[src/sv/rrtt_pkg.sv]
package rrtt_pkg;

   localparam int TASK_SLOTS = 16;
   localparam int CORE_COUNT = 4;

   localparam int SLOT_W     = (TASK_SLOTS > 1) ? $clog2(TASK_SLOTS) : 1;
   localparam int CORE_IDX_W = (CORE_COUNT > 1) ? $clog2(CORE_COUNT) : 1;
   localparam int TOT_W      = $clog2(TASK_SLOTS + 1);
   localparam int MEM_DEPTH  = CORE_COUNT * TASK_SLOTS;
   localparam int MEM_ADDR_W = (MEM_DEPTH > 1) ? $clog2(MEM_DEPTH) : 1;

   typedef enum logic [2:0] {
      CMD_FORK  = 3'd0,
      CMD_TICK  = 3'd1,
      CMD_YIELD = 3'd2,
      CMD_EXIT  = 3'd3,
      CMD_BLOCK = 3'd4,
      CMD_ALLOW = 3'd5
   } cmd_type;

   typedef enum logic [1:0] {
      ST_EMPTY  = 2'd0,
      ST_READY  = 2'd1,
      ST_RUN    = 2'd2,
      ST_ZOMBIE = 2'd3
   } slot_state_type;

   typedef struct packed {
      logic [2:0] cmd;
      logic [1:0] core;
   } req_type;

   typedef struct packed {
      logic       status;
      logic       switched;
      logic [3:0] prev_slot;
      logic [3:0] cur_slot;
      logic [3:0] new_slot;
      logic [4:0] live_count;
   } rsp_type;

   typedef struct packed {
      slot_state_type    state;
      logic              pblock;
      logic [SLOT_W-1:0] next;
   } entry_type;

   typedef struct packed {
      logic [CORE_IDX_W-1:0] core;
      logic [SLOT_W-1:0]     slot;
   } mem_addr_type;

   typedef struct packed {
      logic         en;
      mem_addr_type addr;
      entry_type    data;
   } mem_wr_type;

   typedef struct packed {
      logic    busy;
      logic    done;
      rsp_type rsp;
   } ctrl_out_type;

endpackage

[src/sv/rrtt_slot_mem.sv]
module rrtt_slot_mem (
   input  logic                  clock,
   input  logic                  reset,
   input  rrtt_pkg::mem_addr_type rd_addr,
   output rrtt_pkg::entry_type    rd_data,
   input  rrtt_pkg::mem_wr_type   wr
);

   function automatic logic [rrtt_pkg::MEM_ADDR_W-1:0] flat_addr(rrtt_pkg::mem_addr_type a);
      return rrtt_pkg::MEM_ADDR_W'(int'(a.core) * rrtt_pkg::TASK_SLOTS + int'(a.slot));
   endfunction

   rrtt_pkg::entry_type mem [rrtt_pkg::MEM_DEPTH];
   logic                valid_ff [rrtt_pkg::MEM_DEPTH];
   rrtt_pkg::entry_type rd_data_ff;
   rrtt_pkg::entry_type reset_entry;
   logic [rrtt_pkg::MEM_ADDR_W-1:0] ra;
   logic [rrtt_pkg::MEM_ADDR_W-1:0] wa;

   assign ra = flat_addr(rd_addr);
   assign wa = flat_addr(wr.addr);

   // untouched entry: slot zero runs in a ring of one, others are empty
   always_comb begin
      reset_entry.state  = (rd_addr.slot == '0) ? rrtt_pkg::ST_RUN : rrtt_pkg::ST_EMPTY;
      reset_entry.pblock = 1'b0;
      reset_entry.next   = '0;
   end

   always_ff @(posedge clock) begin
      if (wr.en) begin
         mem[wa] <= wr.data;
      end
   end

   always_ff @(posedge clock) begin
      if (reset) begin
         for (int i = 0; i < rrtt_pkg::MEM_DEPTH; i++) begin
            valid_ff[i] <= 1'b0;
         end
      end else if (wr.en) begin
         valid_ff[wa] <= 1'b1;
      end
   end

   // forward a same-cycle write to the read port
   always_ff @(posedge clock) begin
      if (wr.en && (wa == ra)) begin
         rd_data_ff <= wr.data;
      end else if (valid_ff[ra]) begin
         rd_data_ff <= mem[ra];
      end else begin
         rd_data_ff <= reset_entry;
      end
   end

   assign rd_data = rd_data_ff;

endmodule

[src/sv/rrtt_ctrl.sv]
module rrtt_ctrl (
   input  logic                   clock,
   input  logic                   reset,
   input  logic                   start,
   input  rrtt_pkg::req_type       req,
   output rrtt_pkg::ctrl_out_type  ctrl_out,
   output rrtt_pkg::mem_addr_type  mem_rd,
   input  rrtt_pkg::entry_type     mem_rd_data,
   output rrtt_pkg::mem_wr_type    mem_wr
);

   typedef enum logic [8:0] {
      S_IDLE   = 9'b000000001,
      S_CMD    = 9'b000000010,
      S_FSCAN  = 9'b000000100,
      S_FCUR   = 9'b000001000,
      S_FLINK  = 9'b000010000,
      S_WALK   = 9'b000100000,
      S_WBCUR  = 9'b001000000,
      S_WBT    = 9'b010000000,
      S_DONE   = 9'b100000000
   } fsm_type;

   localparam logic [rrtt_pkg::SLOT_W-1:0] LAST_SLOT =
      rrtt_pkg::SLOT_W'(rrtt_pkg::TASK_SLOTS - 1);
   localparam logic [rrtt_pkg::TOT_W-1:0] TOT_ONE  = rrtt_pkg::TOT_W'(1);
   localparam logic [rrtt_pkg::TOT_W-1:0] TOT_FULL = rrtt_pkg::TOT_W'(rrtt_pkg::TASK_SLOTS);

   fsm_type                             state_ff, state_in;
   rrtt_pkg::cmd_type                   cmd_ff, cmd_in;
   logic [rrtt_pkg::CORE_IDX_W-1:0]     core_ff, core_in;
   logic                                bad_ff, bad_in;
   logic [rrtt_pkg::SLOT_W-1:0]         cur_ff, cur_in;
   logic [rrtt_pkg::SLOT_W-1:0]         chk_ff, chk_in;
   logic [rrtt_pkg::SLOT_W-1:0]         t_ff, t_in;
   logic [rrtt_pkg::SLOT_W-1:0]         n_ff, n_in;
   logic [rrtt_pkg::SLOT_W-1:0]         p_ff, p_in;
   rrtt_pkg::entry_type                 ce_ff, ce_in;
   rrtt_pkg::entry_type                 te_ff, te_in;
   logic                                first_ff, first_in;
   logic                                found_ff, found_in;
   logic                                status_ff, status_in;
   logic [rrtt_pkg::SLOT_W-1:0]         running_ff [rrtt_pkg::CORE_COUNT];
   logic [rrtt_pkg::SLOT_W-1:0]         running_in [rrtt_pkg::CORE_COUNT];
   logic [rrtt_pkg::TOT_W-1:0]          total_ff [rrtt_pkg::CORE_COUNT];
   logic [rrtt_pkg::TOT_W-1:0]          total_in [rrtt_pkg::CORE_COUNT];

   logic [rrtt_pkg::CORE_IDX_W-1:0]     req_idx;
   logic                                req_bad;
   logic [rrtt_pkg::TOT_W-1:0]          tot;
   logic [rrtt_pkg::TOT_W-1:0]          tot_dec;
   rrtt_pkg::entry_type                 walk_e;
   logic [rrtt_pkg::SLOT_W-1:0]         run_cur;

   assign req_bad = (int'(req.core) >= rrtt_pkg::CORE_COUNT);
   assign req_idx = req_bad ? '0 : rrtt_pkg::CORE_IDX_W'(req.core);
   assign tot     = total_ff[core_ff];
   assign tot_dec = (tot == '0) ? '0 : tot - TOT_ONE;
   assign walk_e  = first_ff ? ce_ff : mem_rd_data;
   assign run_cur = running_ff[core_ff];

   always_comb begin
      state_in   = state_ff;
      cmd_in     = cmd_ff;
      core_in    = core_ff;
      bad_in     = bad_ff;
      cur_in     = cur_ff;
      chk_in     = chk_ff;
      t_in       = t_ff;
      n_in       = n_ff;
      p_in       = p_ff;
      ce_in      = ce_ff;
      te_in      = te_ff;
      first_in   = first_ff;
      found_in   = found_ff;
      status_in  = status_ff;
      running_in = running_ff;
      total_in   = total_ff;
      mem_rd.core = core_ff;
      mem_rd.slot = cur_ff;
      mem_wr      = '0;

      unique case (state_ff)
         S_IDLE: begin
            if (start) begin
               cmd_in    = rrtt_pkg::cmd_type'(req.cmd);
               core_in   = req_idx;
               bad_in    = req_bad;
               cur_in    = running_ff[req_idx];
               p_in      = '0;
               status_in = 1'b0;
               found_in  = 1'b0;
               mem_rd.core = req_idx;
               mem_rd.slot = running_ff[req_idx];
               if (req_bad) begin
                  state_in = S_DONE;
               end else if (rrtt_pkg::cmd_type'(req.cmd) == rrtt_pkg::CMD_FORK) begin
                  if (total_ff[req_idx] >= TOT_FULL) begin
                     status_in = 1'b1;
                     state_in  = S_DONE;
                  end else begin
                     mem_rd.slot = rrtt_pkg::SLOT_W'(1);
                     chk_in      = rrtt_pkg::SLOT_W'(1);
                     state_in    = S_FSCAN;
                  end
               end else begin
                  state_in = S_CMD;
               end
            end
         end

         S_CMD: begin
            ce_in    = mem_rd_data;
            first_in = 1'b1;
            n_in     = '0;
            t_in     = cur_ff;
            state_in = S_DONE;
            unique case (cmd_ff)
               rrtt_pkg::CMD_TICK: begin
                  if (!mem_rd_data.pblock && (tot != TOT_ONE)) begin
                     ce_in.pblock = 1'b1;
                     state_in     = S_WALK;
                  end
               end
               rrtt_pkg::CMD_YIELD: begin
                  if (tot != TOT_ONE) begin
                     ce_in.pblock = 1'b1;
                     state_in     = S_WALK;
                  end
               end
               rrtt_pkg::CMD_EXIT: begin
                  ce_in.state       = rrtt_pkg::ST_ZOMBIE;
                  ce_in.pblock      = 1'b1;
                  total_in[core_ff] = tot_dec;
                  if (tot_dec != TOT_ONE) begin
                     state_in = S_WALK;
                  end else begin
                     mem_wr.en        = 1'b1;
                     mem_wr.addr.core = core_ff;
                     mem_wr.addr.slot = cur_ff;
                     mem_wr.data      = ce_in;
                  end
               end
               rrtt_pkg::CMD_BLOCK, rrtt_pkg::CMD_ALLOW: begin
                  ce_in.pblock     = (cmd_ff == rrtt_pkg::CMD_BLOCK);
                  mem_wr.en        = 1'b1;
                  mem_wr.addr.core = core_ff;
                  mem_wr.addr.slot = cur_ff;
                  mem_wr.data      = ce_in;
               end
               default: begin
                  state_in = S_DONE;
               end
            endcase
         end

         S_WALK: begin
            first_in = 1'b0;
            if (walk_e.state == rrtt_pkg::ST_READY) begin
               found_in = 1'b1;
               te_in    = walk_e;
               state_in = S_WBCUR;
            end else if ((walk_e.next == cur_ff) || (n_ff == LAST_SLOT)) begin
               found_in = 1'b0;
               state_in = S_WBCUR;
            end else begin
               mem_rd.slot = walk_e.next;
               t_in        = walk_e.next;
               n_in        = n_ff + rrtt_pkg::SLOT_W'(1);
            end
         end

         S_WBCUR: begin
            mem_wr.en        = 1'b1;
            mem_wr.addr.core = core_ff;
            mem_wr.addr.slot = cur_ff;
            mem_wr.data      = ce_ff;
            if (found_ff) begin
               if (ce_ff.state != rrtt_pkg::ST_ZOMBIE) begin
                  mem_wr.data.state = rrtt_pkg::ST_READY;
               end
               state_in = S_WBT;
            end else begin
               mem_wr.data.pblock = 1'b0;
               state_in           = S_DONE;
            end
         end

         S_WBT: begin
            mem_wr.en          = 1'b1;
            mem_wr.addr.core   = core_ff;
            mem_wr.addr.slot   = t_ff;
            mem_wr.data.state  = rrtt_pkg::ST_RUN;
            mem_wr.data.pblock = 1'b0;
            mem_wr.data.next   = te_ff.next;
            running_in[core_ff] = t_ff;
            state_in            = S_DONE;
         end

         S_FSCAN: begin
            if ((mem_rd_data.state == rrtt_pkg::ST_EMPTY) ||
                (mem_rd_data.state == rrtt_pkg::ST_ZOMBIE)) begin
               p_in = chk_ff;
               if (tot == '0) begin
                  mem_wr.en          = 1'b1;
                  mem_wr.addr.core   = core_ff;
                  mem_wr.addr.slot   = chk_ff;
                  mem_wr.data.state  = rrtt_pkg::ST_READY;
                  mem_wr.data.pblock = 1'b1;
                  mem_wr.data.next   = chk_ff;
                  running_in[core_ff] = chk_ff;
                  total_in[core_ff]   = TOT_ONE;
                  state_in            = S_DONE;
               end else begin
                  state_in = S_FCUR;
               end
            end else if (chk_ff == LAST_SLOT) begin
               status_in = 1'b1;
               state_in  = S_DONE;
            end else begin
               chk_in      = chk_ff + rrtt_pkg::SLOT_W'(1);
               mem_rd.slot = chk_ff + rrtt_pkg::SLOT_W'(1);
            end
         end

         S_FCUR: begin
            ce_in              = mem_rd_data;
            mem_wr.en          = 1'b1;
            mem_wr.addr.core   = core_ff;
            mem_wr.addr.slot   = p_ff;
            mem_wr.data.state  = rrtt_pkg::ST_READY;
            mem_wr.data.pblock = 1'b1;
            mem_wr.data.next   = mem_rd_data.next;
            state_in           = S_FLINK;
         end

         S_FLINK: begin
            mem_wr.en        = 1'b1;
            mem_wr.addr.core = core_ff;
            mem_wr.addr.slot = cur_ff;
            mem_wr.data      = ce_ff;
            mem_wr.data.next = p_ff;
            // running slot reclaimed as its own successor: ring of one
            if (cur_ff == p_ff) begin
               mem_wr.data.state  = rrtt_pkg::ST_READY;
               mem_wr.data.pblock = 1'b1;
            end
            total_in[core_ff] = tot + TOT_ONE;
            state_in          = S_DONE;
         end

         S_DONE: begin
            state_in = S_IDLE;
         end

         default: begin
            state_in = S_IDLE;
         end
      endcase
   end

   always_ff @(posedge clock) begin
      if (reset) begin
         state_ff <= S_IDLE;
         core_ff  <= '0;
         for (int i = 0; i < rrtt_pkg::CORE_COUNT; i++) begin
            running_ff[i] <= '0;
            total_ff[i]   <= TOT_ONE;
         end
      end else begin
         state_ff   <= state_in;
         core_ff    <= core_in;
         running_ff <= running_in;
         total_ff   <= total_in;
      end
   end

   always_ff @(posedge clock) begin
      cmd_ff    <= cmd_in;
      bad_ff    <= bad_in;
      cur_ff    <= cur_in;
      chk_ff    <= chk_in;
      t_ff      <= t_in;
      n_ff      <= n_in;
      p_ff      <= p_in;
      ce_ff     <= ce_in;
      te_ff     <= te_in;
      first_ff  <= first_in;
      found_ff  <= found_in;
      status_ff <= status_in;
   end

   always_comb begin
      ctrl_out.busy = (state_ff != S_IDLE);
      ctrl_out.done = (state_ff == S_DONE);
      if (bad_ff) begin
         ctrl_out.rsp = '0;
      end else begin
         ctrl_out.rsp.status     = status_ff;
         ctrl_out.rsp.switched   = (run_cur != cur_ff);
         ctrl_out.rsp.prev_slot  = 4'(cur_ff);
         ctrl_out.rsp.cur_slot   = 4'(run_cur);
         ctrl_out.rsp.new_slot   = 4'(p_ff);
         ctrl_out.rsp.live_count = 5'(tot);
      end
   end

   a_no_write_idle: assert property (@(posedge clock) disable iff (reset)
      (state_ff == S_IDLE) |-> !mem_wr.en)
      else $error("slot memory written while idle");

   a_switch_found: assert property (@(posedge clock) disable iff (reset)
      (state_ff == S_WBT) |-> found_ff)
      else $error("switch write-back without a ready slot");

   a_total_bound: assert property (@(posedge clock) disable iff (reset)
      total_ff[core_ff] <= TOT_FULL)
      else $error("live task count above slot count");

   a_accept_busy: assert property (@(posedge clock) disable iff (reset)
      (start && (state_ff == S_IDLE)) |=> (state_ff != S_IDLE))
      else $error("accepted command did not leave idle");

   a_run_stable: assert property (@(posedge clock) disable iff (reset)
      ((state_ff != S_IDLE) && (state_ff != S_WBT) && (state_ff != S_FSCAN))
      |=> $stable(running_ff[core_ff]))
      else $error("running slot changed outside a switch or fork");

endmodule

[src/sv/round_robin_thread_table.sv]
// Per-core round-robin thread table.
// Request channel: drive req_data (cmd, core) with start; the transfer happens at
// a rising edge where start is high and busy is low. One command is in flight at
// a time; busy drops in the cycle the result is out, so the next transfer can
// land on the same edge that takes the result.
// Result channel: rsp_data carries one result per command and is valid for
// exactly one cycle while rsp_strobe is high. The receiver cannot stall: it must
// take the result in that cycle.
// Command flow: a fork refused on a full live count, block/allow, unknown commands
// and a schedule skipped on a single live task finish without a loop; a fork scans
// up to 15 slots for a free one, and a switch, or a walk that finds no ready slot,
// visits up to 16 ring slots. Both loops are set by the single read port of the
// slot memory, one slot per cycle.
// Reset: every core restarts with slot 0 running as main in a ring of one and
// a live count of one. Per-entry valid bits in the slot memory clear in the
// reset cycle itself, so no clearing pass follows; start is taken right after.
module round_robin_thread_table (
   input  logic              clock,
   input  logic              reset,
   input  logic              start,
   output logic              busy,
   input  rrtt_pkg::req_type req_data,
   output logic              rsp_strobe,
   output rrtt_pkg::rsp_type rsp_data
);

   rrtt_pkg::ctrl_out_type ctrl_out;
   rrtt_pkg::mem_addr_type mem_rd;
   rrtt_pkg::entry_type    mem_rd_data;
   rrtt_pkg::mem_wr_type   mem_wr;

   logic              rsp_strobe_ff;
   rrtt_pkg::rsp_type rsp_ff;

   // sequencer: fork scan, ring walk and write-back of one core's slots
   rrtt_ctrl u_ctrl (
      .clock       (clock),
      .reset       (reset),
      .start       (start),
      .req         (req_data),
      .ctrl_out    (ctrl_out),
      .mem_rd      (mem_rd),
      .mem_rd_data (mem_rd_data),
      .mem_wr      (mem_wr)
   );

   // slot state, preempt-block flag and ring link for every core and slot
   rrtt_slot_mem u_slot_mem (
      .clock   (clock),
      .reset   (reset),
      .rd_addr (mem_rd),
      .rd_data (mem_rd_data),
      .wr      (mem_wr)
   );

   // register the finished result and its strobe on the output
   always_ff @(posedge clock) begin
      if (reset) begin
         rsp_strobe_ff <= 1'b0;
      end else begin
         rsp_strobe_ff <= ctrl_out.done;
      end
   end

   always_ff @(posedge clock) begin
      if (ctrl_out.done) begin
         rsp_ff <= ctrl_out.rsp;
      end
   end

   assign busy       = ctrl_out.busy;
   assign rsp_strobe = rsp_strobe_ff;
   assign rsp_data   = rsp_ff;

endmodule

[config.mk]
export PLATFORM = sky130hd
export DESIGN_NAME = round_robin_thread_table
export DESIGN_NICKNAME = d
export VERILOG_FILES = /design/src/sv/rrtt_pkg.sv /design/src/sv/rrtt_slot_mem.sv /design/src/sv/rrtt_ctrl.sv /design/src/sv/round_robin_thread_table.sv
export SDC_FILE = /design/constraint.sdc
export NUM_CORES = 1
export LEC_CHECK = 0
export BUFFER_PORTS_ARGS = -buffer_cell sky130_fd_sc_hd__buf_4
export CAP_MARGIN = 20
export CORE_AREA = 2 2 278 280
export DETAILED_ROUTE_END_ITERATION = 7
export DIE_AREA = 0 0 280 282
export GPL_TIMING_DRIVEN = 0
export PLACE_DENSITY = 0.5
export SYNTH_ARGS = -nofsm -noshare
export SYNTH_HDL_FRONTEND = slang
export SYNTH_SLANG_ARGS = --single-unit
export TNS_END_PERCENT = 5
[constraint.sdc]
create_clock -name clock -period 7.3 [get_ports clock]
set_input_delay 0 -clock clock [delete_from_list [all_inputs] [get_ports clock]]
set_output_delay 0 -clock clock [all_outputs]
set_load 0.05 [all_outputs]
==> results by group <==
Run status
  – Status: complete, no violations

Setup path
  – Critical path cell sequence: nor3_4 > and2_1 > nand3_1 > clkinv_1 > o21ai_0 > o311a_2 > nand2_1 > buf_4 > buf_4 > buf_2 > clkbuf_1 > a211oi_1 > o21ai_0 > nand4_1 > o211ai_1 > o31ai_1 > o22ai_1
  – Capturing element type of the critical path: flop
  – Critical-path cell with the highest stage delay: clkbuf_1
  – Worst endpoint data arrival time: roughly 6.5 ns
  – Peak per-stage delay on the critical path: between 0.9 and 1 ns
  – WP data required: slightly below 8 ns
  – Element type at the critical path start: flop
  – Setup CP Type: reg2reg
  – Highest fanout seen on the critical path: 14

STA
  – Final worst-path cycle share: 0.816
  – Number of failing setup endpoints in the final timing report: 0
  – Period minus WS final: a little under 6 ns
  – Setup repair after global routing missed its margin: false
  – Layout Skew: 0.0303 ns
  – Hold WS: about 0.048 ns
  – Upper clock frequency limit: approximately 170 MHz
  – Slew HR: 0.201
  – Worst slew pin tran: between 1 and 1.5 ns
  – Final Slew Violations: 0
  – Hold Fails Final Rpt: 0

Hold path
  – Hold WC Path Type: in2reg

Routing
  – Mean routed wirelength per cell: ~30 um
  – DRC violations left: 0
  – DRT Pass-1 Iters: 6
  – Overall routed net length: 101 mm
  – Number of vias after detailed routing: around 20000
  – Count of nets left with antenna violations after detail routing: 0
  – Vias per Instance: 5.85
  – Drt initial violations: just under 3000

Synthesis
  – Synth Area in Simple Gates: 0.151
  – Share of the yosys chip area belonging to registers: 0.665
  – Fraction of synthesis flops using an asynchronous set or reset pin: 0
  – Adder-cell share of the synthesized area: 0.00371
  – Primary FF master, synth: edfxtp_1
  – Distinct cells, synth: between 90 and 100
  – Xor and xnor fraction of the mapped netlist area: 0.00765
  – Post-Syn Area: approximately 26000 um2
  – Number of enable flip-flop cells after synthesis: between 500 and 600
  – Register bit count reported by yosys: ~620
  – Synthesized area per cell: approximately 12 um2
  – Synth Area in Compound Gates: 0.102
  – Portion of netlist area occupied by mux cells: 0.0440
  – Net count after synthesis: about 2200
  – Dominant combinational cell family by area after synthesis: simple AND/OR/NAND/NOR gates
  – Cells after Synth: 2179
  – Ys Warns: 0

Clock tree
  – Clock slew at the register clock pins of the worst setup and hold paths: 0.07 ns
  – Deepest level of the CTS H-tree: 3
  – Total clock buffers created by CTS: between 60 and 70
  – CTS tree: built
  – Root Buffer Master: clkbuf_16
  – Clock latency at the later pin of the worst-skew pair: about 0.63 ns
  – Buffers from clock root to sink, at most: 3
  – Number of sinks driven by the clock tree: 623

Finish
  – Most used cells in the layout excluding fill and tap cells: edfxtp_1, nand2_1, nor2_1
  – Post-layout net count: 2336
  – Share of post-route cells with drive strength above 1: 0.115
  – Diodes inserted: 0
  – Area growth from synthesis to layout: 15.5%
  – Leading cell type in the layout, fill and taps excluded: edfxtp_1
  – Final cell utilization of the core: 0.402

Floorplan
  – Starting Density: 0.348
  – Rows: slightly above 100
  – Die height: 282 um
  – Area of the placeable core: 75700 um2
  – Width of the die: around 280 um
  – Top Ports: 29
  – Full die area: roughly 79000 um2

Place
  – Post-DP HPWL: just over 70 mm
  – Final weighted congestion in routability-driven placement: roughly 0.93
  – Port-buffer cells: 25

Job
  – Maxcap violations: 0

Global route
  – Pin count of the biggest net entering global routing: 66
  – Total GRT Usage: 0.253
  – Sum of overflow across all layers after global routing: 0
  – Vias in the first global route: between 15000 and 20000
  – Number of antenna violations at the first check in global routing: 3
  – Wire length of the first global-routing pass: roughly 140 mm

Pwr
  – Total power per unit cell area: approximately 290 nW/um2
  – Leakage power of the design: 9.99 nW
  – Maximum VDD drop: about 0.00019 V
[critical path: cells and delay by family, from the launching register on]
family	cells	cell delay, ns
AOI/OAI and AO/OA	7	1.72
and+or+nand+nor	5	1.56
buffers and inverters	5	2.20
DFF	1	0.37
[state kept, by name (all words and copies together) (netlist names), 3 cells and up]
name,count
u_ctrl.chk_ff,4
u_ctrl.running_ff,16
u_slot_mem.valid_ff,64
u_ctrl.p_ff,4
u_slot_mem.rd_data,7
u_ctrl.total_ff,20
u_ctrl.state_ff,9
u_ctrl.cmd_ff,3
u_ctrl.t_ff,4
u_ctrl.te_ff,4
u_ctrl.n_ff,4
u_slot_mem.mem,448
u_ctrl.cur_ff,4
rsp_data,19
u_ctrl.ce_ff,7
[where the power goes]
part,leakage [nW],internal (mW),total [mW],switching [mW]
sequential,4.73,3.84,3.88,0.0374
combinational,4.27,0.441,1.68,1.24
clock,0.991,1.81,3.25,1.44
[worst paths after layout]
check | end | cells past startpoint | start | slack, ns
setup / recovery | u_slot_mem.rd_data[4]$_DFF_P_ | 17 | u_ctrl.state_ff[4]$_SDFFE_PP0P_ | 1.34
hold / removal | u_ctrl.core_ff[1]$_SDFFE_PP0P_ | 3 | req_data[1] | 0.05
setup reg to reg | u_slot_mem.rd_data[4]$_DFF_P_ | 17 | u_ctrl.state_ff[4]$_SDFFE_PP0P_ | 1.34
hold reg to reg | rsp_data[18]$_DFFE_PP_ | 0 | u_ctrl.status_ff$_SDFFCE_PP1P_ | 0.45
[metrics by stage]
stage | setup TNS [ns] | std cells | setup WS [ns] | instance area [um2] | power (mW)
floorplan | 0 | 2179 | 1.71 | 26300 | 4.82
global placement | -174.51 | 3182 | -2.70 | 27700 | 5.54
detailed placement | 0 | 3216 | 1.62 | 28200 | 5.57
CTS | 0 | 3341 | 1.61 | 30300 | 8.78
global route | 0 | 3349 | 1.21 | 30400 | 9.00
finish | 0 | 3349 | 1.34 | 30400 | 8.81
[kinds of logic (layout without fill, tap and decap cells)]
logic type                 Yosys count  in the layout
DFF                                623            623
xor gates and xnor gates            23             23
AOI/OAI and AO/OA                  376            376
buffers and inverters              153            345
and+or+nand+nor                    903            903
muxes                               93             93
adders and majority gates            8              8
[per-layer routing]
layer / global-route usage / wire length, um / vias up
met5: 0 / 0 / -
met4: 0.114 / 4570 / 0
met3: 0.0515 / 9990 / 236
met2: 0.387 / 44700 / 1165
met1: 0.347 / 41700 / 9835
li1: - / - / 8368
[synthesized netlist by cell type (8+ instances only)]
library cell,n,area [um2]
mux4_2,13,293
o21ai_0,36,180
nor3_1,22,110
nand2_1,353,1330
o22ai_1,27,169
buf_2,48,240
o211ai_1,12,90.1
a31oi_1,59,369
nand4_1,12,75.1
mux2i_1,70,701
nor4_1,9,56.3
and2_1,8,50.1
nand3_1,87,435
xnor2_1,19,166
and3_1,69,432
a21oi_1,53,265
a211oi_1,83,623
nor2_1,293,1100
inv_1,18,67.6
dfxtp_1,119,2380
a32oi_1,11,96.3
edfxtp_1,504,15100
nor2b_1,9,56.3
a22oi_1,12,90.1
clkbuf_1,68,255
[final cells by class]
class,count,area [um2]
Buffer,134,627
Clock buffer,90,1840
Clock inverter,30,193
Fill cell,7141,45300
Inverter,19,71.3
Multi-Input combinational cell,1403,8190
Sequential cell,623,17500
Tap cell,978,1220
Timing Repair Buffer,72,742
[what timing repair did]
item / 4_1_cts / 5_1_grt
buffers inserted: 0 / 0
hold buffers: 5 / 0
hold endpoints to repair: 14 / 0
gates resized for setup: 0 / 0
Note: power is estimated with default switching activity, not from simulation.
